==> config.mk <==
export PLATFORM = sky130hd
export DESIGN_NAME = vector_l2_normalizer_unit
export DESIGN_NICKNAME = d
export VERILOG_FILES = /design/src/design/vln_pkg.sv /design/src/design/vector_l2_normalizer_unit.sv /design/src/design/vln_ram.sv /design/src/design/vln_cs_unit.sv
export SDC_FILE = /design/constraint.sdc
export NUM_CORES = 1
export LEC_CHECK = 0
export BUFFER_PORTS_ARGS = -buffer_cell sky130_fd_sc_hd__buf_2
export CORE_ASPECT_RATIO = 0.5
export CORE_MARGIN = 2
export CORE_UTILIZATION = 38
export CTS_CLUSTER_DIAMETER = 80
export DETAILED_ROUTE_END_ITERATION = 16
export SLEW_MARGIN = 20
export SYNTH_ARGS = -nofsm -noshare
export SYNTH_HDL_FRONTEND = slang
export SYNTH_SLANG_ARGS = --single-unit
==> constraint.sdc <==
create_clock -name clk -period 7.3 [get_ports clk]
set_clock_uncertainty 0.15 [all_clocks]
set_input_delay 0.365 -clock clk [delete_from_list [all_inputs] [get_ports clk]]
set_output_delay 0.365 -clock clk [all_outputs]
set_load 0.02 [all_outputs]
==> src/design/vln_pkg.sv <==
// vln_pkg: shared types and constants for the vector L2 normalizer.
// Used by vector_l2_normalizer_unit; no dependencies.
package vln_pkg;

	localparam int VLN_MAX_LEN = 16;      // default vector buffer depth
	localparam int VAL_W       = 16;      // element and result width (Q8.8 / Q1.14)
	localparam int LEN_W       = 5;       // vector_length register width
	localparam int LEN_RESET   = 4;       // vector_length after reset
	localparam int NORM_W      = 18;      // norm width, Q10.8
	localparam int SQ_W        = 2 * VAL_W;
	localparam int SUM_W       = 35;      // square sum width, Q19.16 (wraps)
	localparam int RAD_W       = 2 * NORM_W; // radicand padded to whole bit pairs
	localparam int REM_W       = 21;      // shared compare/subtract width
	localparam int SQRT_STEPS  = NORM_W;  // one root bit per step
	localparam int FRAC_SHIFT  = 14;
	localparam int DVD_W       = VAL_W + FRAC_SHIFT; // dividend mag << 14
	localparam int DIV_STEPS   = DVD_W;   // one quotient bit per step
	localparam int STEP_W      = 5;
	localparam int ONE_Q14     = 16384;

	typedef enum logic [2:0] {
		ST_IDLE,   // waiting for an element beat
		ST_ACC,    // add the element's square to the running sum
		ST_SQRT,   // digit-by-digit square root of the sum
		ST_READ,   // issue buffer read for element k
		ST_LOAD,   // capture element k, set up the divide
		ST_DIV,    // restoring divide, one bit a cycle
		ST_OUT     // hand result k to the output register
	} vln_state_t;

endpackage

==> src/design/vector_l2_normalizer_unit.sv <==
// vector_l2_normalizer_unit: top level of the vector L2 normalizer.
// Depends on vln_pkg, vln_ram and vln_cs_unit.
//
// Element beats (signed Q8.8) are taken one at a time and kept in a small
// buffer RAM while their squares are summed. Once vector_length elements are
// in (0 acts as 1, anything above MAX_LEN as MAX_LEN), the floor square root of
// the sum gives the norm (unsigned Q10.8), and then every element is divided by
// the norm and sent out as signed Q1.14, truncated toward zero and clamped to
// +/-1.0, together with its index, the norm, a zero-norm flag and a last mark.
// A zero norm gives zero results with zero_norm set. One compare/subtract unit
// does all the heavy lifting: first the root, then the divide for each element
// (skipped on zero norm). elem_stall is high for the accumulate cycle after
// every element, and from the last element of a vector until its final result
// has been loaded into the output register; a result waiting on res_stall does
// not block the next element. Writing vector_length drops any partial vector;
// write it only while the block is idle.
module vector_l2_normalizer_unit
	import vln_pkg::*;
#(
	parameter int MAX_LEN = VLN_MAX_LEN,
	localparam int IDX_W = (MAX_LEN > 1) ? $clog2(MAX_LEN) : 1
) (
	input  logic                     clk,
	input  logic                     arst_n,
	// configuration
	input  logic                     vector_length_we,
	input  logic [LEN_W-1:0]         vector_length,
	// element channel
	input  logic                     elem_valid,
	output logic                     elem_stall,
	input  logic signed [VAL_W-1:0]  element_value,
	// result channel
	output logic                     res_valid,
	input  logic                     res_stall,
	output logic signed [VAL_W-1:0]  normalised_value,
	output logic [IDX_W-1:0]         element_index,
	output logic [NORM_W-1:0]        vector_norm,
	output logic                     zero_norm,
	output logic                     last_of_vector
);

	localparam int CNT_W = $clog2(MAX_LEN + 1);
	localparam int LW    = (CNT_W > LEN_W) ? CNT_W : LEN_W;

	vln_state_t state_q, state_d;

	// control state
	logic [LEN_W-1:0]  len_q;
	logic [CNT_W-1:0]  cnt_q;      // elements taken in this vector
	logic [CNT_W-1:0]  k_q;        // element being emitted
	logic [SUM_W-1:0]  sum_q;
	logic [STEP_W-1:0] step_q;
	logic              out_valid_q;

	// datapath
	logic [VAL_W-1:0]  mag_q;
	logic [RAD_W-1:0]  rad_q;
	logic [NORM_W-1:0] root_q;
	logic [NORM_W-1:0] norm_q;
	logic [NORM_W:0]   rem_q;
	logic [DVD_W-1:0]  dvd_q;      // dividend in, quotient out
	logic              neg_q;

	// output register
	logic [VAL_W-1:0]  res_val_q;
	logic [IDX_W-1:0]  res_idx_q;
	logic [NORM_W-1:0] res_norm_q;
	logic              res_zero_q;
	logic              res_last_q;

	logic [CNT_W-1:0]  len_act;
	logic [LW-1:0]     len_x;
	logic              elem_acc, res_acc, out_load, last_k, norm_zero;
	logic [SQ_W-1:0]   sq;
	logic [SUM_W-1:0]  sum_next;
	logic [REM_W-1:0]  cs_a, cs_b, cs_diff;
	logic              cs_ge;
	logic [VAL_W-1:0]  ram_rdata, emag;
	logic              ram_re;
	logic [VAL_W-1:0]  q_clamp, q_signed;

	// effective length: 0 acts as 1, clip at MAX_LEN
	assign len_x = LW'(len_q);
	always_comb begin
		if (len_q == '0) begin
			len_act = CNT_W'(1);
		end else if (len_x > LW'(MAX_LEN)) begin
			len_act = CNT_W'(MAX_LEN);
		end else begin
			len_act = CNT_W'(len_x);
		end
	end

	assign elem_acc  = (state_q == ST_IDLE) && elem_valid;
	assign elem_stall = (state_q != ST_IDLE);
	assign res_acc   = out_valid_q && !res_stall;
	assign out_load  = (state_q == ST_OUT) && (!out_valid_q || !res_stall);
	assign last_k    = (k_q == len_act - CNT_W'(1));
	assign norm_zero = (norm_q == '0);

	assign sq       = mag_q * mag_q;
	assign sum_next = sum_q + SUM_W'(sq);

	// element buffer
	vln_ram #(
		.WIDTH (VAL_W),
		.DEPTH (MAX_LEN)
	) u_ram (
		.clk   (clk),
		.we    (elem_acc),
		.waddr (cnt_q[IDX_W-1:0]),
		.wdata (element_value),
		.re    (ram_re),
		.raddr (k_q[IDX_W-1:0]),
		.rdata (ram_rdata)
	);

	assign ram_re = (state_q == ST_READ);

	// shared compare/subtract: root trial in ST_SQRT, divisor otherwise
	always_comb begin
		if (state_q == ST_SQRT) begin
			cs_a = REM_W'({rem_q, rad_q[RAD_W-1 -: 2]});
			cs_b = REM_W'({root_q, 2'b01});
		end else begin
			cs_a = REM_W'({rem_q[NORM_W-1:0], dvd_q[DVD_W-1]});
			cs_b = REM_W'(norm_q);
		end
	end

	vln_cs_unit #(
		.W (REM_W)
	) u_cs (
		.minuend    (cs_a),
		.subtrahend (cs_b),
		.diff       (cs_diff),
		.ge         (cs_ge)
	);

	// sequencer
	always_ff @(posedge clk or negedge arst_n) begin
		if (!arst_n) begin
			state_q <= ST_IDLE;
		end else begin
			state_q <= state_d;
		end
	end

	always_comb begin
		state_d = state_q;
		unique case (state_q)
			ST_IDLE: begin
				if (elem_valid) begin
					state_d = ST_ACC;
				end
			end
			ST_ACC: begin
				state_d = (cnt_q == len_act) ? ST_SQRT : ST_IDLE;
			end
			ST_SQRT: begin
				if (step_q == STEP_W'(SQRT_STEPS - 1)) begin
					state_d = ST_READ;
				end
			end
			ST_READ: state_d = ST_LOAD;
			ST_LOAD: state_d = norm_zero ? ST_OUT : ST_DIV;
			ST_DIV: begin
				if (step_q == STEP_W'(DIV_STEPS - 1)) begin
					state_d = ST_OUT;
				end
			end
			ST_OUT: begin
				if (out_load) begin
					state_d = last_k ? ST_IDLE : ST_READ;
				end
			end
			default: state_d = ST_IDLE;
		endcase
	end

	// control registers
	always_ff @(posedge clk or negedge arst_n) begin
		if (!arst_n) begin
			len_q       <= LEN_W'(LEN_RESET);
			cnt_q       <= '0;
			k_q         <= '0;
			sum_q       <= '0;
			step_q      <= '0;
			out_valid_q <= 1'b0;
		end else begin
			if (vector_length_we) begin
				len_q <= vector_length;
				cnt_q <= '0;
				sum_q <= '0;
			end else if (elem_acc) begin
				cnt_q <= cnt_q + CNT_W'(1);
			end else if (state_q == ST_ACC) begin
				sum_q <= sum_next;
			end else if (out_load && last_k) begin
				cnt_q <= '0;
				sum_q <= '0;
			end

			if (state_q == ST_ACC) begin
				k_q <= '0;
			end else if (out_load) begin
				k_q <= k_q + CNT_W'(1);
			end

			if (state_q == ST_SQRT || state_q == ST_DIV) begin
				step_q <= step_q + STEP_W'(1);
			end else begin
				step_q <= '0;
			end

			if (out_load) begin
				out_valid_q <= 1'b1;
			end else if (res_acc) begin
				out_valid_q <= 1'b0;
			end
		end
	end

	// element magnitude; -32768 maps to 32768, which still fits 16 bits
	assign emag = ram_rdata[VAL_W-1] ? (~ram_rdata + VAL_W'(1)) : ram_rdata;

	// clamp quotient to 1.0, force zero on zero norm, restore sign
	always_comb begin
		if (norm_zero) begin
			q_clamp = '0;
		end else if (dvd_q > DVD_W'(ONE_Q14)) begin
			q_clamp = VAL_W'(ONE_Q14);
		end else begin
			q_clamp = dvd_q[VAL_W-1:0];
		end
		q_signed = neg_q ? (~q_clamp + VAL_W'(1)) : q_clamp;
	end

	// datapath registers
	always_ff @(posedge clk) begin
		if (elem_acc) begin
			mag_q <= element_value[VAL_W-1] ? (~element_value + VAL_W'(1))
			                                : element_value;
		end

		unique case (state_q)
			ST_ACC: begin
				rad_q  <= RAD_W'(sum_next);
				rem_q  <= '0;
				root_q <= '0;
			end
			ST_SQRT: begin
				rem_q  <= cs_ge ? cs_diff[NORM_W:0] : cs_a[NORM_W:0];
				root_q <= {root_q[NORM_W-2:0], cs_ge};
				rad_q  <= {rad_q[RAD_W-3:0], 2'b00};
				if (step_q == STEP_W'(SQRT_STEPS - 1)) begin
					norm_q <= {root_q[NORM_W-2:0], cs_ge};
				end
			end
			ST_LOAD: begin
				dvd_q <= {emag, FRAC_SHIFT'(0)};
				neg_q <= ram_rdata[VAL_W-1];
				rem_q <= '0;
			end
			ST_DIV: begin
				rem_q <= cs_ge ? cs_diff[NORM_W:0] : cs_a[NORM_W:0];
				dvd_q <= {dvd_q[DVD_W-2:0], cs_ge};
			end
			ST_IDLE, ST_READ, ST_OUT: begin
			end
			default: begin
			end
		endcase

		if (out_load) begin
			res_val_q  <= q_signed;
			res_idx_q  <= k_q[IDX_W-1:0];
			res_norm_q <= norm_q;
			res_zero_q <= norm_zero;
			res_last_q <= last_k;
		end
	end

	assign res_valid        = out_valid_q;
	assign normalised_value = res_val_q;
	assign element_index    = res_idx_q;
	assign vector_norm      = res_norm_q;
	assign zero_norm        = res_zero_q;
	assign last_of_vector   = res_last_q;

endmodule

==> src/design/vln_ram.sv <==
// vln_ram: generic single-write, single-read RAM with registered read data.
// No dependencies.
module vln_ram #(
	parameter int WIDTH = 16,
	parameter int DEPTH = 16,
	localparam int AW = (DEPTH > 1) ? $clog2(DEPTH) : 1
) (
	input  logic             clk,
	input  logic             we,
	input  logic [AW-1:0]    waddr,
	input  logic [WIDTH-1:0] wdata,
	input  logic             re,
	input  logic [AW-1:0]    raddr,
	output logic [WIDTH-1:0] rdata
);

	logic [WIDTH-1:0] mem_q [DEPTH];

	always_ff @(posedge clk) begin
		if (we) begin
			mem_q[waddr] <= wdata;
		end
		if (re) begin
			rdata <= mem_q[raddr];
		end
	end

endmodule

==> src/design/vln_cs_unit.sv <==
// vln_cs_unit: shared compare-and-subtract step used by both the square root
// and the divider. No dependencies.
module vln_cs_unit #(
	parameter int W = 21
) (
	input  logic [W-1:0] minuend,
	input  logic [W-1:0] subtrahend,
	output logic [W-1:0] diff,
	output logic         ge
);

	logic [W:0] wide;

	assign wide = {1'b0, minuend} - {1'b0, subtrahend};
	assign diff = wide[W-1:0];
	assign ge   = ~wide[W];   // no borrow: minuend >= subtrahend

endmodule
==> results.sh, run 1 <==
export IMPL_synth_cells=2376
export IMPL_path_common_cell="fa_1"
export IMPL_final_cell_mix="edfxtp_1 (450), inv_1 (361), nand2_1 (301), fa_1 (192), ha_1 (141)"
export IMPL_cp_num_buf_inv=5
export IMPL_max_cap_violations=0
export IMPL_endpoint_kind="register"
export IMPL_synth_compound_area_share_pct=6.166
export IMPL_clkSinkCount=509
export IMPL_ys_ff_latch=509
export IMPL_cts_max_path_buffers=3
export IMPL_route_detailed_wl_per_inst_um=18.44
export IMPL_dieArea_um2=80890
export IMPL_io_pins=68
export IMPL_relSlewSlack_pct=38.70
export IMPL_period_share_pct=95.60
export IMPL_cpPeakStageDelay_ns=0.77
export IMPL_antenna_found_initial=1
export IMPL_cts_root_buffer="clkbuf_16"
export IMPL_tritoncts="done"
export IMPL_hold_class="in2reg"
export IMPL_diodes=0
export IMPL_synth_adder_area_share_pct=18.80
export IMPL_tns_ns=0
export IMPL_stdcell_area_um2=33380
export IMPL_synthSimpleGateAreaFrac_pct=9.425
export IMPL_worstPathCellList="nand2_1 -> fa_1 -> inv_1 -> fa_1 -> inv_1 -> fa_1 -> inv_1 -> fa_1 -> fa_1 -> inv_1 -> fa_1 -> inv_1 -> ha_1 -> nand2_1 -> nor3_1 -> a32o_2 -> a221o_4 -> a221oi_4 -> o21ai_2 -> o41ai_2 -> xnor2_1 -> mux2_4"
export IMPL_dp_hpwl_um=45260
export IMPL_gp_congestion=0.8653
export IMPL_max_freq_mhz=143.3
export IMPL_clk_pin_slew_worst_paths_ns=0.07
export IMPL_grt_overflow=0
export IMPL_nets=2827
export IMPL_critPathMaxFanout=17
export IMPL_drt_iter0_drc=1317
export IMPL_die_y_um=202.1
export IMPL_finalCriticalPeriod_ns=6.979
export IMPL_cts_resized=0
export IMPL_area_growth_pct=11.90
export IMPL_syn_area_um2=29830
export IMPL_syn_avg_cell_area_um2=12.55
export IMPL_critPathRequiredTime_ns=7.46
export IMPL_cts_setup_buffers=0
export IMPL_synth_top_family_by_area="adder cells"
export IMPL_cts_made_buffers=50
export IMPL_synth_edf_count=450
export IMPL_vias=17772
export IMPL_placed_area_um2=31610
export IMPL_htreeDepth=2
export IMPL_worstPathArrival_ns=7.13
export IMPL_crit_family="adder cells"
export IMPL_tightest_slew_ns=0.9195
export IMPL_setup_worst_path_start_class="register"
export IMPL_grt_pass1_vias=19111
export IMPL_status="completed"
export IMPL_synth_main_ff_cell="edfxtp_1"
export IMPL_synth_xor_area_share_pct=2.966
export IMPL_cts_hold_buf=8
export IMPL_crit_type="reg2reg"
export IMPL_ys_types=70
export IMPL_wl_met3_um=2507
export IMPL_wl_um=65350
export IMPL_rsz0062_at_grt="no"
export IMPL_grt_use_total_pct=16.49
export IMPL_layout_commonest_cell="edfxtp_1"
export IMPL_synth_area_mux_share_pct=6.711
export IMPL_crit_slowest_cell="edfxtp_1"
export IMPL_synth_async_reset_ratio_pct=11.59
export IMPL_fin_util_pct=43.08
export IMPL_die_w_um=400.2
export IMPL_syn_nets=2735
export IMPL_ys_seq_area_share_pct=50.26
export IMPL_insertion_delay_ns=0.62
export IMPL_rows=72
export IMPL_drt_pass1_iter_count=5
export IMPL_port_buffers=67
export IMPL_hold_violations=0
export IMPL_vias_per_cell=5.015
export IMPL_grt_pass1_wl_um=105700
export IMPL_drc=0
export IMPL_yosysWarnings=0
export IMPL_wl_met2_um=31960
export IMPL_grt_max_degree=60
export IMPL_drive_above_1_share_pct=13.32
export IMPL_m1WireLength_um=29510
export IMPL_report_final_slew_viol_count=0
export IMPL_drtAntennaViolNets=0
export IMPL_coreArea_um2=77470
export IMPL_finalSetupViolations=0
export IMPL_dr_max_layer_used="met4"
export IMPL_start_util_pct=38.50
cell usage after synthesis, types with 6 or more instances:
cell type | instances | share of area [%]
edfxtp_1 | 450 | 45
nor2b_1 | 9 | 0.19
ha_1 | 141 | 5.9
xor2_1 | 45 | 1.3
a21o_1 | 17 | 0.43
nor3_1 | 25 | 0.42
nor2_1 | 79 | 0.99
buf_1 | 13 | 0.16
o21ai_0 | 74 | 1.2
clkbuf_1 | 71 | 0.89
a22o_1 | 26 | 0.76
fa_1 | 192 | 13
dfrtp_1 | 58 | 4.9
nand3b_1 | 7 | 0.18
or3_1 | 15 | 0.31
and3_1 | 19 | 0.40
or2_2 | 7 | 0.15
nand2_1 | 301 | 3.8
xnor2_1 | 56 | 1.6
and2_1 | 77 | 1.6
nor4_1 | 12 | 0.25
nand4_1 | 8 | 0.17
inv_1 | 361 | 4.5
o211ai_1 | 8 | 0.20
nand2b_1 | 12 | 0.25
o31ai_1 | 10 | 0.25
a21oi_1 | 82 | 1.4
a211oi_1 | 13 | 0.33
o21bai_1 | 7 | 0.18
mux2_2 | 12 | 0.45
o21a_1 | 7 | 0.18
mux4_2 | 80 | 6.0
nand3_1 | 15 | 0.25
a31oi_1 | 6 | 0.13
worst register-to-register path: stages (launching register included):
cell	delay [ns]
edfxtp_1	0.77
nand2_1	0.22
fa_1	0.56
inv_1	0.06
fa_1	0.50
inv_1	0.05
fa_1	0.52
inv_1	0.05
fa_1	0.47
fa_1	0.50
inv_1	0.05
fa_1	0.47
inv_1	0.04
ha_1	0.34
nand2_1	0.10
nor3_1	0.05
a32o_2	0.30
a221o_4	0.41
a221oi_4	0.33
o21ai_2	0.10
o41ai_2	0.24
xnor2_1	0.13
mux2_4	0.26
cell type report:
cell class              count  area (µm²)
clock buffers              58        1281
clock inverters            34       387.9
fillers                  7144       44100
inverters                 363        1363
multi-input cells        1417       13240
flip-flops and latches    509       15000
well taps                1036        1296
repair buffers            127       818.3
sequential cells by signal (all words and copies together) (netlist names):
signal,cells
normalised_value,16
rad_q,36
dvd_q,30
len_q,5
u_ram.rdata,16
state_q,3
res_valid,1
neg_q,1
cnt_q,5
last_of_vector,1
norm_q,18
zero_norm,1
vector_norm,18
root_q,18
sum_q,35
step_q,5
element_index,4
rem_q,19
mag_q,16
k_q,5
u_ram.mem_q,256
per-layer routing:
| layer | up-vias | global-route usage [%] |
|---|---|---|
| met5 | - | 0 |
| met4 | 0 | 3.950 |
| li1 | 8361 | - |
| met1 | 9036 | 22.21 |
| met2 | 296 | 28.44 |
| met3 | 79 | 2.176 |
path summary, 6_finish.rpt:
kind	start	slack (ns)	to	cells after the start
hold reg to reg	root_q[1]$_SDFFCE_PN0P_	0.29	norm_q[2]$_DFFE_PP_	0
min in group asynchronous	arst_n	0.37	sum_q[24]$_DFFE_PN0P_	3
setup reg to reg	mag_q[6]$_DFFE_PP_	0.32	rad_q[32]$_DFFE_PP_	22
setup / recovery	mag_q[6]$_DFFE_PP_	0.32	rad_q[32]$_DFFE_PP_	22
hold / removal	element_value[1]	0.03	u_ram.mem_q[10][1]$_DFFE_PP_	1
max in group asynchronous	arst_n	5.94	k_q[0]$_DFFE_PN0P_	3
cells by family (layout without fill, tap and decap cells):
| kind of cell | Yosys count | after routing |
|---|---|---|
| adders and majority gates | 333 | 333 |
| xor gates and xnor gates | 101 | 101 |
| muxes | 98 | 98 |
| DFF | 509 | 509 |
| and+or+nand+nor | 603 | 603 |
| AOI/OAI and AO/OA | 282 | 282 |
| buffers and inverters | 450 | 582 |
through the flow:
| stage | setup slack [ns] | cells | hold slack, ns |
|---|---|---|---|
| 3_3_place_gp | 0.5364 | 3443 | 0.2712 |
| 4_1_cts | 0.3386 | 3543 | 0.003469 |
| 6_report | 0.3210 | 3544 | 0.02777 |
| 2_1_floorplan | 0.7406 | 2376 | -0.08059 |
| 3_5_place_dp | 0.4305 | 3443 | 0.2769 |
| 5_1_grt | 0.001340 | 3544 | 0.02273 |
Power of run 1 is not shown: default switching activity piles up to over one toggle a cycle in this logic, so the estimate is an artifact.
==> inputs of run 2 (changes only) <==
Settings changed: PLACE_DENSITY set to 0.62.
==> results.sh, run 2 (synthesis gave the netlist of run 1 again) <==
export IMPL_top_register="u_ram.mem_q"
export IMPL_largest_reg_flops=256
export IMPL_fillers=7114
export IMPL_antenna_found_initial=1
export IMPL_reg2reg_setup_slack_ns=0.35
export IMPL_wl_um=64250
export IMPL_vias_per_cell=5.045
export IMPL_die_y_um=202.1
export IMPL_final_cell_mix="edfxtp_1 (450), inv_1 (361), nand2_1 (301), fa_1 (192), ha_1 (141)"
export IMPL_cts_made_buffers=48
export IMPL_gp_congestion=0.8440
export IMPL_coreArea_um2=77470
export IMPL_rows=72
export IMPL_dieArea_um2=80890
export IMPL_critPathRequiredTime_ns=7.46
export IMPL_area_growth_pct=11.30
export IMPL_min_to="u_ram.mem_q[10][1]$_DFFE_PP_"
export IMPL_status="completed"
export IMPL_max_freq_mhz=143.9
export IMPL_clkSinkCount=509
export IMPL_grt_pass1_vias=18945
export IMPL_cts_max_path_buffers=3
export IMPL_instances_no_fill=3538
export IMPL_drt_iter0_drc=1174
export IMPL_tightest_slew_ns=1.009
export IMPL_grt_overflow=0
export IMPL_clk_pin_slew_worst_paths_ns=0.07
export IMPL_vias=17849
export IMPL_layout_commonest_cell="edfxtp_1"
export IMPL_endpoint_kind="register"
export IMPL_drc=0
export IMPL_tns_ns=0
export IMPL_htreeDepth=2
export IMPL_period_share_pct=95.22
export IMPL_drt_pass1_iter_count=5
export IMPL_multiInputGateArea_um2=13240
export IMPL_die_w_um=400.2
export IMPL_cts_root_buffer="clkbuf_16"
export IMPL_seq_area_um2=15000
export IMPL_finalCriticalPeriod_ns=6.951
export IMPL_insertion_delay_ns=0.60
export IMPL_hold_class="in2reg"
export IMPL_place_inst=3437
export IMPL_drtAntennaViolNets=0
export IMPL_fin_util_pct=42.85
export IMPL_dp_hpwl_um=44390
export IMPL_setup_worst_path_start_class="register"
export IMPL_reg2reg_to="rad_q[32]$_DFFE_PP_"
export IMPL_report_final_slew_viol_count=0
export IMPL_grt_use_total_pct=16.32
export IMPL_crit_type="reg2reg"
export IMPL_r2r_start="mag_q[5]$_DFFE_PP_"
export IMPL_max_cap_violations=0
export IMPL_hold_depth=1
export IMPL_relSlewSlack_pct=32.73
export IMPL_hold_violations=0
export IMPL_grt_max_degree=70
export IMPL_worstPathArrival_ns=7.11
export IMPL_whs_ns=0.03522
export IMPL_rsz0062_at_grt="no"
export IMPL_nets=2820
export IMPL_tritoncts="done"
export IMPL_start_util_pct=38.50
export IMPL_hp_start="element_value[1]"
export IMPL_reg_top3="u_ram.mem_q: 256 flops, rad_q: 36 flops, sum_q: 35 flops"
export IMPL_io_pins=68
export IMPL_critPathMaxFanout=17
export IMPL_route_detailed_wl_per_inst_um=18.16
export IMPL_drive_above_1_share_pct=13.16
export IMPL_grt_pass1_wl_um=104800
export IMPL_finalSetupViolations=0
export IMPL_port_buffers=67
export IMPL_rr_worst_depth=23
==> run 2: changes by cell type in the layout (fill, tap and decap cells not counted), moves of 2 or more <==
| cell | delta |
|---|---|
| diode_2 | +2 |
| buf_4 | -3 |
| clkinvlp_4 | +3 |
| clkbuf_16 | -2 |
| bufinv_16 | -3 |
==> run 2: through the flow <==
stage	setup slack [ns]	instance area, µm²
after floorplan	0.7406	29830
after global placement	0.4441	31560
after detailed placement	0.4085	31560
after CTS	0.3517	33160
after global routing	0.003515	33200
final	0.3488	33200
==> run 2: per-layer routing <==
layer / global-route usage, % / vias to the layer above / share of wire [%]
met5: 0 / - / 0
met4: 3.396 / 0 / 1.8
met3: 2.231 / 89 / 4.3
met2: 28.13 / 348 / 49
met1: 22.13 / 9074 / 45
li1: - / 8338 / -
==> run 2: layout make-up <==
class	count	share of cell area (%)
diodes	2	0.01508
clock buffers	56	3.709
clock inverters	33	0.9045
inverters	363	4.104
multi-input cells	1417	39.89
flip-flops and latches	509	45.17
well taps	1036	3.905
repair buffers	122	2.307
==> run 2: what timing repair did <==
item	CTS	global route
hold buffers	7	0
hold endpoints to repair	64	0
gates resized for setup	0	1
endpoints found under the setup margin	0	4
setup buffers	0	3
==> run 2: how the worst max path moves through the flow <==
stage,from,endpoint,slack (ns)
after global placement,mag_q[5]$_DFFE_PP_,rad_q[32]$_DFFE_PP_,0.44
after floorplan,mag_q[4]$_DFFE_PP_,rad_q[32]$_DFFE_PP_,0.74
after detailed placement,mag_q[2]$_DFFE_PP_,rad_q[32]$_DFFE_PP_,0.41
after global routing,mag_q[5]$_DFFE_PP_,rad_q[29]$_DFFE_PP_,0.004
final,mag_q[5]$_DFFE_PP_,rad_q[32]$_DFFE_PP_,0.35
after CTS,mag_q[2]$_DFFE_PP_,rad_q[32]$_DFFE_PP_,0.35
==> run 2: critical path: stages, from the launching register on <==
cell	delay, ns
edfxtp_1	0.74
and2_1	0.26
inv_1	0.06
fa_1	0.48
inv_1	0.05
fa_1	0.49
inv_1	0.05
fa_1	0.53
inv_1	0.05
fa_1	0.46
fa_1	0.49
inv_1	0.05
fa_1	0.47
inv_1	0.04
ha_1	0.35
nand2_1	0.10
nor3_1	0.06
a32o_2	0.31
a221o_4	0.41
a221oi_4	0.32
o21ai_2	0.10
o41ai_2	0.26
xnor2_1	0.13
mux2_4	0.26
Power of run 2 is left out for the same reason.
